**config.mk**
```make
export PLATFORM = sky130hd
export DESIGN_NAME = json_string_unescape
export DESIGN_NICKNAME = d
export VERILOG_FILES = /design/src/design/jsu_pkg.sv /design/src/design/jsu_front.sv /design/src/design/jsu_queue.sv /design/src/design/jsu_back.sv /design/src/design/json_string_unescape.sv
export SDC_FILE = /design/constraint.sdc
export NUM_CORES = 1
export LEC_CHECK = 0
export BUFFER_PORTS_ARGS = -buffer_cell sky130_fd_sc_hd__buf_2
export CAP_MARGIN = 10
export CELL_PAD_IN_SITES_DETAIL_PLACEMENT = 0
export CELL_PAD_IN_SITES_GLOBAL_PLACEMENT = 1
export CORE_MARGIN = 2
export CORE_UTILIZATION = 45
export CTS_CLUSTER_SIZE = 14
export DETAILED_ROUTE_END_ITERATION = 16
export HOLD_SLACK_MARGIN = 0.02
export PLACE_DENSITY_LB_ADDON = 0.1
export SYNTH_ARGS = -nofsm -noshare
export SYNTH_HDL_FRONTEND = slang
export SYNTH_SLANG_ARGS = --single-unit
```
**constraint.sdc**
```tcl
create_clock -name clk -period 3.7 [get_ports clk]
set_input_delay 0.185 -clock clk [delete_from_list [all_inputs] [get_ports clk]]
set_output_delay 0.185 -clock clk [all_outputs]
set_load 0.01 [all_outputs]
```
**src/design/jsu_pkg.sv**
```systemverilog
// Shared type, codes and helper function for the JSON string unescaper.
package jsu_pkg;

  // Error codes carried on each result word.
  localparam logic [2:0] ERR_NONE     = 3'd0;
  localparam logic [2:0] ERR_DANGLING = 3'd1;
  localparam logic [2:0] ERR_TRUNC    = 3'd2;
  localparam logic [2:0] ERR_UNSUP    = 3'd3;
  localparam logic [2:0] ERR_BADHEX   = 3'd4;

  // Characters that the parser looks for.
  localparam logic [7:0] CH_BSLASH = 8'h5c;
  localparam logic [7:0] CH_QUOTE  = 8'h22;
  localparam logic [7:0] CH_SLASH  = 8'h2f;
  localparam logic [7:0] CH_B      = 8'h62;
  localparam logic [7:0] CH_F      = 8'h66;
  localparam logic [7:0] CH_N      = 8'h6e;
  localparam logic [7:0] CH_R      = 8'h72;
  localparam logic [7:0] CH_T      = 8'h74;
  localparam logic [7:0] CH_U      = 8'h75;

  // UTF-8 encoding limits and marks.
  localparam logic [15:0] CP_MAX1   = 16'h007f;
  localparam logic [15:0] CP_MAX2   = 16'h07ff;
  localparam logic [7:0]  UTF_LEAD2 = 8'hc0;
  localparam logic [7:0]  UTF_LEAD3 = 8'he0;
  localparam logic [7:0]  UTF_CONT  = 8'h80;

  // Depth of the queue between the parser and the output serialiser.
  localparam int unsigned QDEPTH = 4;
  localparam int unsigned QPTR_W = $clog2(QDEPTH);
  localparam int unsigned QCNT_W = $clog2(QDEPTH + 1);

  // One parsed input word: one to three result words waiting to be sent.
  typedef struct packed {
    logic [2:0][7:0] bytes;
    logic [1:0]      count;
    logic            byte_valid;
    logic [2:0]      error_code;
    logic            eos;
  } jsu_entry_t;

  // Value of a hex digit; bit 4 set marks a byte that is not a hex digit.
  function automatic logic [4:0] hex_value(input logic [7:0] c);
    logic [4:0] v;
    v = 5'h10;
    if (c >= 8'h30 && c <= 8'h39) begin
      v = {1'b0, c[3:0]};
    end else if ((c >= 8'h61 && c <= 8'h66) || (c >= 8'h41 && c <= 8'h46)) begin
      v = {1'b0, c[3:0] + 4'd9};
    end
    return v;
  endfunction

endpackage

```
**src/design/jsu_front.sv**
```systemverilog
// Parser: accepts escaped bytes and turns them into queue entries of results.
module jsu_front (
  input  logic              clk,
  input  logic              rst,
  input  logic              in_valid,
  input  logic [7:0]        in_byte,
  input  logic              in_last,
  input  logic              q_full,
  output logic              in_stall,
  output logic              push,
  output jsu_pkg::jsu_entry_t push_entry
);
  import jsu_pkg::*;

  localparam logic [2:0] MODE_NORMAL = 3'd0;
  localparam logic [2:0] MODE_ESCAPE = 3'd1;
  localparam logic [2:0] MODE_HEX1   = 3'd2;
  localparam logic [2:0] MODE_HEX2   = 3'd3;
  localparam logic [2:0] MODE_HEX3   = 3'd4;
  localparam logic [2:0] MODE_HEX4   = 3'd5;
  localparam logic [2:0] MODE_DROP   = 3'd6;

  logic [2:0]  mode, mode_next;
  logic [11:0] acc, acc_next;
  logic [4:0]  dig;
  logic [15:0] cp;
  logic        accept;
  jsu_entry_t  ent;

  // Input is held off only while the queue has no room.
  assign in_stall = q_full;
  assign accept   = in_valid && !q_full;
  assign dig      = hex_value(in_byte);
  assign cp       = {acc, dig[3:0]};

  // Classify the byte against the current parse mode.
  always_comb begin
    ent            = '0;
    ent.error_code = ERR_NONE;
    mode_next      = mode;
    acc_next       = acc;
    unique case (mode)
      MODE_ESCAPE: begin
        mode_next = MODE_NORMAL;
        ent.count = 2'd1;
        ent.byte_valid = 1'b1;
        ent.eos = in_last;
        unique case (in_byte)
          CH_BSLASH: ent.bytes[0] = CH_BSLASH;
          CH_QUOTE:  ent.bytes[0] = CH_QUOTE;
          CH_SLASH:  ent.bytes[0] = CH_SLASH;
          CH_B:      ent.bytes[0] = 8'h08;
          CH_F:      ent.bytes[0] = 8'h0c;
          CH_N:      ent.bytes[0] = 8'h0a;
          CH_R:      ent.bytes[0] = 8'h0d;
          CH_T:      ent.bytes[0] = 8'h09;
          CH_U: begin
            ent.byte_valid = 1'b0;
            acc_next = '0;
            if (in_last) begin
              ent.error_code = ERR_TRUNC;
            end else begin
              ent.count = 2'd0;
              mode_next = MODE_HEX1;
            end
          end
          default: begin
            ent.byte_valid = 1'b0;
            ent.error_code = ERR_UNSUP;
            mode_next = in_last ? MODE_NORMAL : MODE_DROP;
            acc_next = '0;
          end
        endcase
      end
      MODE_HEX1, MODE_HEX2, MODE_HEX3: begin
        if (in_last) begin
          ent.count = 2'd1;
          ent.error_code = ERR_TRUNC;
          ent.eos = 1'b1;
          mode_next = MODE_NORMAL;
          acc_next = '0;
        end else if (dig[4]) begin
          ent.count = 2'd1;
          ent.error_code = ERR_BADHEX;
          mode_next = MODE_DROP;
          acc_next = '0;
        end else begin
          acc_next = {acc[7:0], dig[3:0]};
          mode_next = mode + 3'd1;
        end
      end
      MODE_HEX4: begin
        mode_next = MODE_NORMAL;
        acc_next = '0;
        ent.eos = in_last;
        if (dig[4]) begin
          ent.count = 2'd1;
          ent.error_code = ERR_BADHEX;
          mode_next = in_last ? MODE_NORMAL : MODE_DROP;
        end else begin
          // UTF-8 encoding of the 16-bit code point.
          ent.byte_valid = 1'b1;
          if (cp <= CP_MAX1) begin
            ent.count = 2'd1;
            ent.bytes[0] = cp[7:0];
          end else if (cp <= CP_MAX2) begin
            ent.count = 2'd2;
            ent.bytes[0] = UTF_LEAD2 | {3'b000, cp[10:6]};
            ent.bytes[1] = UTF_CONT | {2'b00, cp[5:0]};
          end else begin
            ent.count = 2'd3;
            ent.bytes[0] = UTF_LEAD3 | {4'b0000, cp[15:12]};
            ent.bytes[1] = UTF_CONT | {2'b00, cp[11:6]};
            ent.bytes[2] = UTF_CONT | {2'b00, cp[5:0]};
          end
        end
      end
      MODE_DROP: begin
        if (in_last) begin
          ent.count = 2'd1;
          ent.eos = 1'b1;
          mode_next = MODE_NORMAL;
          acc_next = '0;
        end
      end
      default: begin
        // Normal mode, and the unused mode code.
        if (in_byte == CH_BSLASH) begin
          if (in_last) begin
            ent.count = 2'd1;
            ent.error_code = ERR_DANGLING;
            ent.eos = 1'b1;
            mode_next = MODE_NORMAL;
            acc_next = '0;
          end else begin
            mode_next = MODE_ESCAPE;
          end
        end else begin
          ent.count = 2'd1;
          ent.bytes[0] = in_byte;
          ent.byte_valid = 1'b1;
          ent.eos = in_last;
          mode_next = MODE_NORMAL;
          acc_next = '0;
        end
      end
    endcase
  end

  assign push       = accept && (ent.count != 2'd0);
  assign push_entry = ent;

  // Parse state advances on each accepted word.
  always_ff @(posedge clk) begin
    if (rst) begin
      mode <= MODE_NORMAL;
      acc  <= '0;
    end else if (accept) begin
      mode <= mode_next;
      acc  <= acc_next;
    end
  end

endmodule

```
**src/design/jsu_queue.sv**
```systemverilog
// Short queue of parsed entries between the parser and the serialiser.
module jsu_queue (
  input  logic                clk,
  input  logic                rst,
  input  logic                push,
  input  jsu_pkg::jsu_entry_t push_entry,
  input  logic                pop,
  output logic                full,
  output logic                not_empty,
  output jsu_pkg::jsu_entry_t head
);
  import jsu_pkg::*;

  jsu_entry_t          mem [QDEPTH];
  logic [QPTR_W-1:0]   wr_ptr, rd_ptr;
  logic [QCNT_W-1:0]   count;

  assign full      = (count == QCNT_W'(QDEPTH));
  assign not_empty = (count != '0);
  assign head      = mem[rd_ptr];

  // Entry storage.
  always_ff @(posedge clk) begin
    if (push) begin
      mem[wr_ptr] <= push_entry;
    end
  end

  // Pointers and fill count.
  always_ff @(posedge clk) begin
    if (rst) begin
      wr_ptr <= '0;
      rd_ptr <= '0;
      count  <= '0;
    end else begin
      if (push) begin
        wr_ptr <= wr_ptr + 1'b1;
      end
      if (pop) begin
        rd_ptr <= rd_ptr + 1'b1;
      end
      if (push && !pop) begin
        count <= count + 1'b1;
      end else if (pop && !push) begin
        count <= count - 1'b1;
      end
    end
  end

endmodule

```
**src/design/jsu_back.sv**
```systemverilog
// Serialiser: sends the result words of each queue entry through an output register.
module jsu_back (
  input  logic                clk,
  input  logic                rst,
  input  logic                q_not_empty,
  input  jsu_pkg::jsu_entry_t q_head,
  output logic                pop,
  output logic                out_valid,
  input  logic                out_stall,
  output logic [7:0]          out_byte,
  output logic                byte_valid,
  output logic [2:0]          error_code,
  output logic                end_of_string
);
  import jsu_pkg::*;

  logic [1:0] idx;
  logic       load;
  logic       final_word;
  logic [7:0] sel_byte;

  // A new word enters the output register when it is empty or being taken.
  assign load       = q_not_empty && (!out_valid || !out_stall);
  assign final_word = (idx == q_head.count - 2'd1);
  assign pop        = load && final_word;

  // Pick the byte for the current position within the entry.
  always_comb begin
    unique case (idx)
      2'd0:    sel_byte = q_head.bytes[0];
      2'd1:    sel_byte = q_head.bytes[1];
      2'd2:    sel_byte = q_head.bytes[2];
      default: sel_byte = '0;
    endcase
  end

  // Output register control and position counter.
  always_ff @(posedge clk) begin
    if (rst) begin
      out_valid <= 1'b0;
      idx       <= '0;
    end else begin
      if (load) begin
        out_valid <= 1'b1;
        idx       <= final_word ? 2'd0 : idx + 2'd1;
      end else if (!out_stall) begin
        out_valid <= 1'b0;
      end
    end
  end

  // Output payload; error and end flags go only on the entry's final word.
  always_ff @(posedge clk) begin
    if (load) begin
      out_byte      <= sel_byte;
      byte_valid    <= q_head.byte_valid;
      error_code    <= final_word ? q_head.error_code : ERR_NONE;
      end_of_string <= final_word && q_head.eos;
    end
  end

endmodule

```
**src/design/json_string_unescape.sv**
```systemverilog
// Top level of the JSON string unescaper.
//
// Input channel (in_valid, in_stall, in_byte, in_last) takes one escaped
// byte of a JSON string body per word; in_last marks the final byte.
// Output channel (out_valid, out_stall, out_byte, byte_valid, error_code,
// end_of_string) gives the decoded bytes, error reports and end markers.
// An accepted word goes through the queue and then the output register.
// The parser takes one input word per cycle while the queue is not full; a word may
// yield zero to three result words, and the serialiser sends one result word per
// cycle while out_stall is low. A backslash-u escape takes six input words for at
// most three results, so with no receiver stall the input runs at one word per
// cycle with no gap. A four-entry queue between parser and serialiser absorbs the
// bursts. When the receiver stalls, the output word holds, the queue fills and
// in_stall rises once it is full. Synchronous reset empties the queue and
// the output register and returns the parser to normal byte mode.
module json_string_unescape (
  input  logic       clk,
  input  logic       rst,
  input  logic       in_valid,
  output logic       in_stall,
  input  logic [7:0] in_byte,
  input  logic       in_last,
  output logic       out_valid,
  input  logic       out_stall,
  output logic [7:0] out_byte,
  output logic       byte_valid,
  output logic [2:0] error_code,
  output logic       end_of_string
);
  import jsu_pkg::*;

  logic       push, pop, q_full, q_not_empty;
  jsu_entry_t push_entry, q_head;

  // Parser front.
  jsu_front u_front (
    .clk        (clk),
    .rst        (rst),
    .in_valid   (in_valid),
    .in_byte    (in_byte),
    .in_last    (in_last),
    .q_full     (q_full),
    .in_stall   (in_stall),
    .push       (push),
    .push_entry (push_entry)
  );

  // Entry queue.
  jsu_queue u_queue (
    .clk        (clk),
    .rst        (rst),
    .push       (push),
    .push_entry (push_entry),
    .pop        (pop),
    .full       (q_full),
    .not_empty  (q_not_empty),
    .head       (q_head)
  );

  // Output serialiser.
  jsu_back u_back (
    .clk           (clk),
    .rst           (rst),
    .q_not_empty   (q_not_empty),
    .q_head        (q_head),
    .pop           (pop),
    .out_valid     (out_valid),
    .out_stall     (out_stall),
    .out_byte      (out_byte),
    .byte_valid    (byte_valid),
    .error_code    (error_code),
    .end_of_string (end_of_string)
  );

endmodule
```
==> run metrics <==
Worst Setup Start Kind=register; via/cell ratio=5.63; first-pass GRT wire length=23,500 µm; ANT cells=0; IO Count=28; Reg clk slew, reported paths=0.06 ns; number of port buffers=27; Chip Width=129 µm; max incr delay on CP=0.45 ns; DRC=0; Max-Cap Viols=0; Initial Util=46.2%; CP cell instances=ha_1 > nor2b_1 > o21ai_0 > o2111ai_1 > nand2_1 > a31oi_2 > ha_1 > inv_1 > fa_1 > xor2_1 > or3_1 > a21oi_1; Max clock buf depth=2; post-route ant nets=0; worst skew pair latency=0.42 ns; min Tclk post-route=3.24 ns; setup violators final=0; DIE HEIGHT=129 µm; DRT iter0 DRCs=320; YS warnings=0; total CTS buffers=17; Hold Path End=u_queue.mem[0][0]; flop2flop setup slack=0.46 ns; Global Route Usage Sum=19.2%; DR pass1 iterations=4; Final Wtd Congestion=0.854; # rows=45; share of cells above drive strength 1=20.8%; Final HPWL DP=9900 µm; crit end category=register; Post-synth top flop=edfxtp_1; unique cell type count in the Yosys netlist=71; final net count=569; utilization after layout=53.2%; worst slew pin tran=0.723 ns; top cells by area, synth=edfxtp_1 55%, mux4_2 9.2%, dfxtp_1 7.6%, ha_1 3.4%, a21oi_1 2.2%; Worst path slowest cell=dfxtp_1; Worst Hold Class=in -> reg; DR vias=4,277; Yosys top cell by area=edfxtp_1; max_slew headroom=51.4%; hold wc startpoint=in_last; syn avg cell area=14.2 µm²; Fin Hold WS=0.176 ns; P_leak=2.79 nW; r2r startpoint=u_front.mode[0]; PwrDens=647 nW/µm²; largest net degree at the start of global routing=33; count of pins over their slew limit=0; post-synthesis sequential area ratio=62.3%; Max Freq=309 MHz; area share of the largest cell type after synthesis=54.7%; clock tree from TritonCTS=built; worst slack, placed=0.517 ns; Post-synth EDFFs=129; Post-synth ARST share=0%; core region area=15,300 µm²; syn_nets=531; Peak VDD IR=318 µV; post-CTS resize count=0; Final period util=87.4%; wire per inst=19.8 µm; vias in the first global route=4,185; Hold Fails Final Rpt=0; WP data arrival=3.58 ns; FF-to-FF End=u_queue.count[2]; Die ar.=16,800 µm²; critical path's most frequent cell=ha_1; Routed met3 length=445 µm; register bit count reported by yosys=156; CP Data Required Time=4.04 ns; Synth Cell Area=7080 µm²; final setup TNS=0 ns; Fillers=1,282; status=complete, no violations; Clock Tree Root=clkbuf_16; H-tree depth=4; antenna violations before repair=0; metal2 WL=7200 µm; Setup CP Type=reg -> reg; unrepaired setup endpoints after global routing=no; Routed WL=15,100 µm; top sig layer=met4; Post-Route M1 WL=7190 µm; Crit Path Max Fanout=8; worst hold stages=1; setup ws final=0.464 ns; Max Clock Skew=0.00905 ns; CTS sink cnt=156; R2R cell count=12; area grow syn2layout=15.1%; global route total overflow=0; Cells after Synth=498
[per-layer routing]
metal	global-route usage, %	up-vias
met3	3.34	17
met1	27.2	2164
met5	0	-
met2	30.0	87
met4	6.89	0
li1	-	2009
[repair_timing]
item / in CTS / in global routing
endpoints found under the hold margin: 1 / 0
setup buffers: 0 / 0
hold buffers: 1 / 0
[kinds of logic after synthesis]
family	count (synthesis)	synth area share (%)
compound gates	99	9.84
simple gates	137	10.3
mux	36	10.3
flops	156	62.3
xor+xnor	9	1.11
fa+ha+maj	20	3.64
buf+inv	41	2.49
[worst max path at each step]
stage / slack [ns] / cells after the start / from / endpoint
after CTS: 0.49 / 12 / u_front.mode[0] / u_queue.count[2]
after detailed placement: 0.52 / 12 / u_front.mode[0] / u_queue.count[2]
after floorplan: 0.61 / 13 / u_front.mode[0] / u_queue.count[2]
after global placement: 0.63 / 12 / u_front.mode[0] / u_queue.count[2]
final: 0.46 / 12 / u_front.mode[0] / u_queue.count[2]
after global routing: 0.20 / 12 / u_front.mode[0] / u_queue.count[2]
[final cells by class]
class	count	area, µm²	share of cell area, %
Clock buffer	20	447	5.48
Clock inverter	12	218	2.67
Inverter	19	71.3	0.875
Multi-Input combinational cell	301	2500	30.6
Sequential cell	156	4420	54.2
Tap cell	211	264	3.24
Timing Repair Buffer	41	243	2.98
[cell usage in the layout (no fill, tap or decap), types with 3 or more instances in the layout]
cell type  synthesis  routed
nand2b_1          16      16
o211ai_1           5       5
clkbuf_16          0      17
a22oi_1           10      10
inv_1             18      18
buf_2              6      27
o22ai_1            5       5
nor2b_1            8       8
o21ai_0           13      13
bufinv_16          0       6
xnor2_1            5       5
ha_1              19      19
nor3_1             6       6
mux2i_1            4       4
buf_4              2      13
a21oi_1           31      30
o32ai_1            6       6
dfxtp_1           27      26
nor4_1             3       3
nor2_1            39      39
xor2_1             4       4
and3_1             3       3
edfxtp_1         129     129
mux4_2            29      29
and2_1             6       6
or3_1              3       3
nand2_1           25      25
nand3_1            6       6
a31oi_1            3       3
[power breakdown]
group | leakage (nW) | internal, mW | switching [mW]
sequential | 1.44 | 2.21 | 0.0813
combinational | 1.04 | 0.444 | 0.601
clock | 0.320 | 1.28 | 0.656
total | 2.79 | 3.94 | 1.34
[per-stage QoR]
stage | area, µm² | std cells | power, mW
2_1_floorplan | 7080 | 498 | 3.02
3_3_place_gp | 7480 | 727 | 3.37
3_5_place_dp | 7480 | 727 | 3.39
4_1_cts | 8150 | 760 | 5.33
5_1_grt | 8150 | 760 | 5.50
6_report | 8150 | 760 | 5.27
[critical path, delay by kind of cell, from the launching register on]
kind            cells  cell delay, ns
xor+xnor            1            0.17
simple gates        3            0.73
flops               1            0.45
fa+ha+maj           3            0.98
buf+inv             1            0.07
compound gates      4            0.75
[state kept, by name, indices dropped and copies added, names as in the netlist, named ones only]
signal,count
u_front.mode,3
u_back.byte_valid,1
u_queue.rd_ptr,2
u_queue.mem,116
u_queue.count,3
u_back.out_valid,1
u_back.error_code,3
u_back.end_of_string,1
u_front.acc,12
u_back.out_byte,8
u_back.idx,2
u_queue.wr_ptr,2
[synthesized netlist by cell type, drive strengths merged, types with 3 or more instances]
master  instances
edfxtp        129
nor2           39
a21oi          33
mux4           29
dfxtp          27
nand2          25
ha             19
inv            19
nand2b         16
o21ai          13
clkbuf         12
a22oi          10
buf            10
nor2b           8
o32ai           8
and2            7
nand3           6
nor3            6
o211ai          5
o22ai           5
xnor2           5
a31oi           4
mux2i           4
nor4            4
xor2            4
and3            3
mux2            3
or3             3
or4             3
(Power assumes the default switching activity.)
